`src/lsi_pkg.sv`:
```
`timescale 1ns / 1ps
// Package for the sorted-insert stack: request and result types, codes and defaults.
package lsi_pkg;

	localparam int DEFAULT_DEPTH      = 16;
	localparam int DEFAULT_ITEM_WIDTH = 8;

	localparam int VALUE_W  = 8;
	localparam int COUNT_W  = 5;

	typedef enum logic [1:0] {
		OP_PUSH   = 2'd0,
		OP_INSERT = 2'd1,
		OP_POP    = 2'd2,
		OP_QUERY  = 2'd3
	} op_e_t;

	typedef enum logic [1:0] {
		ST_OK        = 2'd0,
		ST_UNDERFLOW = 2'd1,
		ST_OVERFLOW  = 2'd2
	} status_e_t;

	typedef struct packed {
		logic [1:0]         operation;
		logic [VALUE_W-1:0] value;
	} req_t;

	typedef struct packed {
		logic [VALUE_W-1:0] front_value;
		logic [COUNT_W-1:0] entry_count;
		logic               is_empty;
		logic [1:0]         status;
	} rsp_t;

	// Per-cycle command broadcast to every cell of the chain.
	typedef struct packed {
		logic push;
		logic insert;
		logic pop;
	} cell_ctl_t;

endpackage

```
`src/list_stack_sorted_insert_top.sv`:
```
`timescale 1ns / 1ps
// Top level of the bounded list used as a stack with sorted insert.
// The list lives in a row of DEPTH cells, cell 0 being the front. Every request
// (push front, insert sorted, pop front, query) is applied in the single cycle
// in which it is accepted, so one item per clock is taken unless req_stall is
// high; the clock period is set by the insert-position search, which ripples
// through the cell row. The result item, showing the list after the operation,
// is held in an output register backed by a skid stage, so requests keep
// flowing while one result waits. There is no clearing pass after reset.
module list_stack_sorted_insert_top import lsi_pkg::*; #(
	parameter int DEPTH      = DEFAULT_DEPTH,
	parameter int ITEM_WIDTH = DEFAULT_ITEM_WIDTH
) (
	input  logic clk,
	input  logic arst_n,
	input  logic req_valid,
	output logic req_stall,
	input  req_t req,
	output logic rsp_valid,
	input  logic rsp_stall,
	output rsp_t rsp
);

	localparam int CNT_W = $clog2(DEPTH + 1);

	logic [CNT_W-1:0]      count_q;
	logic [CNT_W-1:0]      count_d;
	logic                  accept;
	logic                  full;
	logic                  empty;
	logic [ITEM_WIDTH-1:0] value;
	cell_ctl_t             ctl;
	status_e_t             status;
	rsp_t                  result;

	logic [ITEM_WIDTH-1:0] entry     [DEPTH];
	logic [ITEM_WIDTH-1:0] entry_nxt [DEPTH];
	logic [DEPTH:0]        found;

	assign accept = req_valid && !req_stall;
	assign full   = (count_q == CNT_W'(DEPTH));
	assign empty  = (count_q == '0);
	assign value  = ITEM_WIDTH'(req.value);

	always_comb begin
		ctl     = '0;
		count_d = count_q;
		status  = ST_OK;
		case (req.operation)
			OP_PUSH, OP_INSERT: begin
				if (full) begin
					status = ST_OVERFLOW;
				end else begin
					ctl.push   = accept && (req.operation == OP_PUSH);
					ctl.insert = accept && (req.operation == OP_INSERT);
					count_d    = count_q + CNT_W'(1);
				end
			end
			OP_POP: begin
				if (empty) begin
					status = ST_UNDERFLOW;
				end else begin
					ctl.pop = accept;
					count_d = count_q - CNT_W'(1);
				end
			end
			default: begin
			end
		endcase
	end

	assign found[0] = 1'b0;

	genvar i;
	generate
		for (i = 0; i < DEPTH; i++) begin : g_cell
			logic [ITEM_WIDTH-1:0] left;
			logic [ITEM_WIDTH-1:0] right;

			if (i == 0) begin : g_front
				assign left = value;
			end else begin : g_mid
				assign left = entry[i-1];
			end

			if (i == DEPTH - 1) begin : g_back
				assign right = entry[i];
			end else begin : g_inner
				assign right = entry[i+1];
			end

			lsi_cell #(
				.ITEM_WIDTH(ITEM_WIDTH)
			) u_cell (
				.clk      (clk),
				.ctl      (ctl),
				.occupied (CNT_W'(i) < count_q),
				.value    (value),
				.left     (left),
				.right    (right),
				.found_in (found[i]),
				.found_out(found[i+1]),
				.entry    (entry[i]),
				.entry_nxt(entry_nxt[i])
			);
		end
	endgenerate

	always_ff @(posedge clk or negedge arst_n) begin
		if (!arst_n) begin
			count_q <= '0;
		end else if (accept) begin
			count_q <= count_d;
		end
	end

	always_comb begin
		result.front_value = (count_d != '0) ? VALUE_W'(entry_nxt[0]) : '0;
		result.entry_count = COUNT_W'(count_d);
		result.is_empty    = (count_d == '0);
		result.status      = status;
	end

	lsi_rsp_buf u_rsp_buf (
		.clk       (clk),
		.arst_n    (arst_n),
		.load_valid(req_valid),
		.load      (result),
		.load_stall(req_stall),
		.rsp_valid (rsp_valid),
		.rsp_stall (rsp_stall),
		.rsp       (rsp)
	);

`ifndef SYNTHESIS
	a_count_bound: assert property (@(posedge clk) disable iff (!arst_n)
		count_q <= CNT_W'(DEPTH))
		else $error("entry count exceeds the list depth");

	a_pop_empty: assert property (@(posedge clk) disable iff (!arst_n)
		accept && (req.operation == OP_POP) && empty |=> (count_q == '0))
		else $error("pop of an empty list changed the count");

	a_push_grows: assert property (@(posedge clk) disable iff (!arst_n)
		accept && !full && ((req.operation == OP_PUSH) || (req.operation == OP_INSERT))
		|=> (count_q == $past(count_q) + CNT_W'(1)))
		else $error("accepted push did not grow the list by one");

	a_full_holds: assert property (@(posedge clk) disable iff (!arst_n)
		accept && full && ((req.operation == OP_PUSH) || (req.operation == OP_INSERT))
		|=> $stable(count_q))
		else $error("insert into a full list changed the count");
`endif

endmodule

```
`src/lsi_cell.sv`:
```
`timescale 1ns / 1ps
// One storage cell of the list chain, with its share of the insert-position search.
module lsi_cell import lsi_pkg::*; #(
	parameter int ITEM_WIDTH = DEFAULT_ITEM_WIDTH
) (
	input  logic                  clk,
	input  cell_ctl_t             ctl,
	input  logic                  occupied,
	input  logic [ITEM_WIDTH-1:0] value,
	input  logic [ITEM_WIDTH-1:0] left,
	input  logic [ITEM_WIDTH-1:0] right,
	input  logic                  found_in,
	output logic                  found_out,
	output logic [ITEM_WIDTH-1:0] entry,
	output logic [ITEM_WIDTH-1:0] entry_nxt
);

	logic [ITEM_WIDTH-1:0] entry_q;
	logic                  gt;

	// An empty cell counts as greater, so the first free slot ends the search.
	assign gt        = !occupied || (entry_q > value);
	assign found_out = found_in | gt;

	always_comb begin
		entry_nxt = entry_q;
		if (ctl.push) begin
			entry_nxt = left;
		end else if (ctl.insert) begin
			if (found_in) begin
				entry_nxt = left;
			end else if (gt) begin
				entry_nxt = value;
			end
		end else if (ctl.pop) begin
			entry_nxt = right;
		end
	end

	always_ff @(posedge clk) begin
		entry_q <= entry_nxt;
	end

	assign entry = entry_q;

endmodule

```
`src/lsi_rsp_buf.sv`:
```
`timescale 1ns / 1ps
// Output register with a skid stage for the result channel.
module lsi_rsp_buf import lsi_pkg::*; (
	input  logic clk,
	input  logic arst_n,
	input  logic load_valid,
	input  rsp_t load,
	output logic load_stall,
	output logic rsp_valid,
	input  logic rsp_stall,
	output rsp_t rsp
);

	logic out_valid_q;
	logic skid_valid_q;
	rsp_t out_q;
	rsp_t skid_q;
	logic load_take;
	logic out_free;

	assign load_stall = skid_valid_q;
	assign load_take  = load_valid && !skid_valid_q;
	assign out_free   = !out_valid_q || !rsp_stall;

	always_ff @(posedge clk or negedge arst_n) begin
		if (!arst_n) begin
			out_valid_q  <= 1'b0;
			skid_valid_q <= 1'b0;
		end else begin
			if (out_free) begin
				out_valid_q  <= skid_valid_q | load_take;
				skid_valid_q <= 1'b0;
			end else if (load_take) begin
				skid_valid_q <= 1'b1;
			end
		end
	end

	always_ff @(posedge clk) begin
		if (out_free) begin
			out_q <= skid_valid_q ? skid_q : load;
		end else if (load_take) begin
			skid_q <= load;
		end
	end

	assign rsp_valid = out_valid_q;
	assign rsp       = out_q;

endmodule
```
`config.mk`:
```
export PLATFORM = sky130hd
export DESIGN_NAME = list_stack_sorted_insert_top
export DESIGN_NICKNAME = d
export VERILOG_FILES = /design/src/lsi_pkg.sv /design/src/list_stack_sorted_insert_top.sv /design/src/lsi_cell.sv /design/src/lsi_rsp_buf.sv
export SDC_FILE = /design/constraint.sdc
export NUM_CORES = 1
export LEC_CHECK = 0
export ABC_AREA = 1
export BUFFER_PORTS_ARGS = -buffer_cell sky130_fd_sc_hd__buf_2
export CORE_MARGIN = 3
export CORE_UTILIZATION = 60
export CTS_BUF_LIST = sky130_fd_sc_hd__clkbuf_8
export CTS_CLUSTER_DIAMETER = 150
export DETAILED_ROUTE_END_ITERATION = 10
export GPL_ROUTABILITY_DRIVEN = 0
export PLACE_DENSITY_LB_ADDON = 0.05
export SYNTH_ARGS = -nofsm -noshare
export SYNTH_HDL_FRONTEND = slang
export SYNTH_SLANG_ARGS = --single-unit
```
`constraint.sdc`:
```
create_clock -name clk -period 8.42 [get_ports clk]
set_clock_uncertainty 0.05 [all_clocks]
set_input_delay 1.684 -clock clk [delete_from_list [all_inputs] [get_ports clk]]
set_output_delay 1.684 -clock clk [all_outputs]
set_load 0.1 [all_outputs]
```
Yosys cells after proc, flatten, opt, wreduce, memory -nomap -nowiden
Cells that the tools add are included.
W data, S select, Z words.
- bits in registers: 167
- input port bits: 14
- output and inout port bits: 18
- word-level logic and storage cells: 250
- add/sub/neg operators: 2
- magnitude comparators: 32
- eq/ne operators: 17
- mux-type cells: 92
- bitwise logic cells: 16
- reductions and logical operators: 64
- operators with widths (cell ; number):
    $mux W8 ; 79
    $gt A8 B8 Y1 ; 16
    $ne A4 B1 Y1 const B ; 14
    $lt A4 B5 Y1 const A ; 8
    $reduce_and A2 Y1 ; 16
    $lt A3 B5 Y1 const A ; 4
    $logic_not A1 Y1 ; 19
    $logic_or A1 B1 Y1 ; 17
    $mux W16 ; 1
    $or A1 B1 Y1 ; 15
    $logic_not A5 Y1 ; 2
    $lt A1 B5 Y1 const A ; 2
    $lt A2 B5 Y1 const A ; 2
    $mux W5 ; 2
    $pmux W5 S2 ; 1
    $mux W2 ; 3
    $reduce_bool A3 Y1 ; 2
    $add A5 B1 Y5 const B ; 1
    $eq A5 B5 Y1 const B ; 1
    $mux W1 ; 5
    $reduce_bool A5 Y1 ; 1
    $sub A5 B1 Y5 const B ; 1
    $pmux W2 S2 ; 1
    $reduce_bool A2 Y1 ; 2
    6 further kinds ; 8

Depth between registers and ports, before layout
- depth after elaboration: 20
- mapped depth: 22
- depth with buffers taken out: 22

Hierarchy
From an unflattened synthesis, not the netlist that was laid out.
- cell total of the unflattened synthesis: 2629
- area, all modules: 16348.2 µm²
- modules (own cells, without submodules) (module ; instances ; cells each ; area an instance (µm²) ; seq. area each (µm²)):
    lsi_cell ; 16 ; 150 ; 889.6 ; 160.2
    lsi_rsp_buf ; 1 ; 92 ; 1277.5 ; 1011.0
    list_stack_sorted_insert_top ; 1 ; 137 ; 837.1 ; 125.1

Worst setup path after synthesis
Ideal clock, no wire load.
- path type: input to register
- from: input port req[5] (netlist name)
- to: register g_cell[12].u_cell.entry_q[0], enable pin
- library setup time: 0.308 ns
- data arrival time: 4.689 ns
- data required time: 8.062 ns
- path slack: 3.373 ns
- stages on the path: 18
- buffers on the path: 1
- cells stage by stage: clkbuf_1 -> inv_1 -> ha_1 -> a21oi_1 -> nor2_1 -> nor2_1 -> nand2_1 -> nand2_1 -> nand2_1 -> nor2_2 -> nand4_4 -> nor3_4 -> nand4_1 -> nor2_1 -> nand2_1 -> nand2_1 -> o21ai_0 -> o21bai_1
- longest elaborated chain between the ends: 15
- elaborated cells between the ends (all ways): 39
- classes of those cells: 13 x order compare; 1 x eq/ne; 11 x bitwise; 14 x reduce/logical
- ends and longest elaborated chain (element ; line ; RTL):
    from (decl) ; list_stack_sorted_insert_top.sv:18 ; input req_t req,
    $gt A8 B8 Y1 ; lsi_cell.sv:22 ; assign gt = !occupied || (entry_q > value);
    $logic_or A1 B1 Y1 ; lsi_cell.sv:22 ;
    $or A1 B1 Y1 (11 in a row) ; lsi_cell.sv:23 ; assign found_out = found_in | gt;
    $ne A4 B1 Y1 (no line) (*) ; -- ;
    $reduce_and A2 Y1 (no line) (*) ; -- ;
    to (signal assigned) ; lsi_cell.sv:41 ; entry_q <= entry_nxt;
    to (decl) ; lsi_cell.sv:18 ; logic [ITEM_WIDTH-1:0] entry_q;
Every way passes the cells marked *; elsewhere a longest branch is shown, timed or not.
A chain may end at the register's enable or synchronous reset.

Worst setup path after layout
- from: input port req[7] (netlist name)
- to: register g_cell[14].u_cell.entry_q[6], enable pin
- longest elaborated chain between the ends: 17
- elaborated cells between the ends (all ways): 45
- classes of those cells: 15 x order compare; 1 x eq/ne; 13 x bitwise; 16 x reduce/logical
- ends and longest elaborated chain (element ; line):
    $gt A8 B8 Y1 ; lsi_cell.sv:22
    $logic_or A1 B1 Y1 ; lsi_cell.sv:22
    $or A1 B1 Y1 (13 in a row) ; lsi_cell.sv:23
    $ne A4 B1 Y1 (no line) (*) ; --
    $reduce_and A2 Y1 (no line) (*) ; --
    to (signal assigned) ; lsi_cell.sv:41
    to (decl) ; lsi_cell.sv:18
Marked as above.

==> impl_metrics.ini <==
[floorplan]
io_pins = 32
fp.coreArea_mm2 = 0.01896
die_area_mm2 = 0.02126
start_util_pct = 61.88
die_x_um = 145.8
die_h_um = 145.8
row_count = 50

[placed_design]
port_buffers = 31
placed_area_mm2 = 0.01216
place_ws_ns = 2.341
hpwl_mm = 24.40
placed_cells = 1632

[pwr]
vdd_drop_max_mv = 0.1336
leakage_nw = 5.439
p_total_mw = 3.030
power_density_mw_per_mm2 = 240.8

[layout]
final_common_cell = nand2_1
diodes = 0
area_growth_pct = 7.275
final_util_pct = 66.38
final_cell_mix = nand2_1, inv_1, edfxtp_1
finalInstanceArea_mm2 = 0.01258
drive_gt1_share_pct = 7.906
fillerInstances = 1611
nets = 1537
final_cells = 1664

[synth]
synth_edf_count = 152
syn_area_mm2 = 0.01173
synth_top_area_cell = edfxtp_1
ys_seq_area_share_pct = 41.77
syn_nets = 1514
synthDominantCellAreaShare_pct = 38.91
synth_area_per_cell_um2 = 8.575
yosys_warnings = 0
syn_inst = 1368
synthArstFlopShare_pct = 4.192
synth.area.top_cells = edfxtp_1, ha_1, nand2_1
synth_ff_type = edfxtp_1
yosys.cell_types.count = 42
ys_seq_elements = 167

[worst_setup_path]
critPathCaptureType = flop
r2r-end = g_cell[1].u_cell.entry[2]
r2r_start = u_rsp_buf.load_stall
worstPathArrival_ns = 5.86
r2r_cells = 7
cp.required_ns = 8.57
crit_fanout = 13
critPathKind = primary input to flop
critPathLaunchType = primary input
r2r_setup_slack_ns = 3.68

[global_routing]
antenna_found_initial = 0
gr-usage-all-layers_pct = 31.35
grt_max_degree = 78
grt_overflow = 0
grt_pass1_wl_mm = 53.09
grt_pass1_vias = 9874

[drt]
drc = 0
num_vias = 10400
wire_per_inst_um = 20.11
vias_per_cell = 6.251
initialDrtViolationCount = 1269
wl_mm = 33.46
firstDrtPassIters = 5
drtAntennaViolNets = 0

[cts]
htreeDepth = 4
post-cts-setup-buffers = 0
clkLatencyLatePin_ns = 0.49
cts_tree = yes
cts_max_path_buffers = 2
hold_buffers = 0
clock-sinks = 167
cts_resized = 0
clk_pin_slew_worst_paths_ns = 0.11
cts_made_buffers = 17
clockRootBuffer = clkbuf_8

[timing]
worst_slack_ns = 2.707
rsz0062_at_grt = no
worst_slew_pin_slew_ns = 1.122
fin_crit_ns = 5.713
drv_slew = 0
max_slew_margin_pct = 24.60
timing.hold.ws_ns = 0.4772
hold_violations = 0
tns_ns = 0
setup_viol = 0
fin_crit_sh_pct = 67.85
fmax_ghz = 0.1750

[hold_path]
min_to = u_rsp_buf.rsp[0]
min_path_type = flop to flop
worstHoldPathCells = 2
min_from = u_rsp_buf.skid_q[0]

[outcome]
status = finished clean

[flow_run]
max_cap_viol_count = 0
flip-flops by register name, indices dropped and copies added (netlist names):
| signal | flops |
|---|---|
| u_rsp_buf.rsp | 16 |
| u_rsp_buf.rsp_valid | 1 |
| count_q | 5 |
| u_rsp_buf.skid_q | 16 |
| g_cell.u_cell.entry | 128 |
| u_rsp_buf.load_stall | 1 |
how the worst max path moves through the flow:
stage / start / cells after the start / end
floorplan: req[5] / 18 / g_cell[12].u_cell.entry[0]
global placement: req[7] / 19 / g_cell[14].u_cell.entry[4]
detailed placement: req[7] / 19 / g_cell[14].u_cell.entry[5]
CTS: req[7] / 19 / g_cell[14].u_cell.entry[6]
global route: req[7] / 19 / g_cell[14].u_cell.entry[1]
finish: req[7] / 19 / g_cell[14].u_cell.entry[6]
cells by family after synthesis:
family,after synthesis,share of synthesized area [%]
compound gates,334,17.95
buf+inv,235,7.680
xor+xnor,5,0.3733
fa+ha+maj,132,14.08
flops,167,41.77
simple gates,495,18.14
area by class of cell:
type / instances / area (um2) / share of cell area (%)
Tap cell: 260 / 325.3 / 2.585
Clock inverter: 14 / 175.2 / 1.392
Clock buffer: 18 / 247.7 / 1.969
Multi-Input combinational cell: 966 / 5947 / 47.26
Inverter: 194 / 728.2 / 5.787
Timing Repair Buffer: 45 / 260.3 / 2.068
Sequential cell: 167 / 4900 / 38.94
cells in the mapped netlist, types with 2 or more instances:
library cell	number
nand2_1	318
o211ai_1	22
nand3_1	58
inv_1	181
nor3_1	3
o21bai_1	3
buf_2	3
clkinv_1	7
nor2_2	5
clkbuf_1	31
dfrtp_1	7
o21ai_1	10
ha_1	132
a21oi_1	86
nor4_1	2
inv_2	6
o22ai_1	21
xor2_1	5
nor2_1	76
edfxtp_1	152
nand3_4	2
nor2_4	5
a31oi_1	31
a221oi_1	2
o21ai_2	7
buf_6	2
nand2_2	2
buf_1	5
nand4_1	20
nand4_4	2
dfxtp_1	8
o21a_1	7
o21ai_0	78
o2111ai_1	26
o221ai_1	36
power by group:
group	internal [mW]	leakage, nW	switching (mW)
Combinational	0.323	3.61	0.847
Clock	0.238	0.213	0.373
Sequential	1.12	1.61	0.127
routing by layer:
layer,GRT usage [%],wire length [um]
met1,44.59,14500
met2,48.13,14760
met3,6.540,3277
met4,10.49,924
met5,0,0
worst max-delay path, stage by stage:
cell	delay (ns)
buf_2	0.16
inv_1	0.46
buf_4	0.32
ha_1	0.27
a21o_1	0.18
nor2_1	0.10
nand2_1	0.06
nand2_1	0.06
nand2_1	0.12
nor2_2	0.20
nand4_4	0.16
nor3_4	0.24
nand4_1	0.50
nor2_1	0.47
nand4_2	0.31
inv_1	0.21
nand3_1	0.08
nand2_1	0.10
inv_1	0.17
Power figures use the tool's default switching activity.
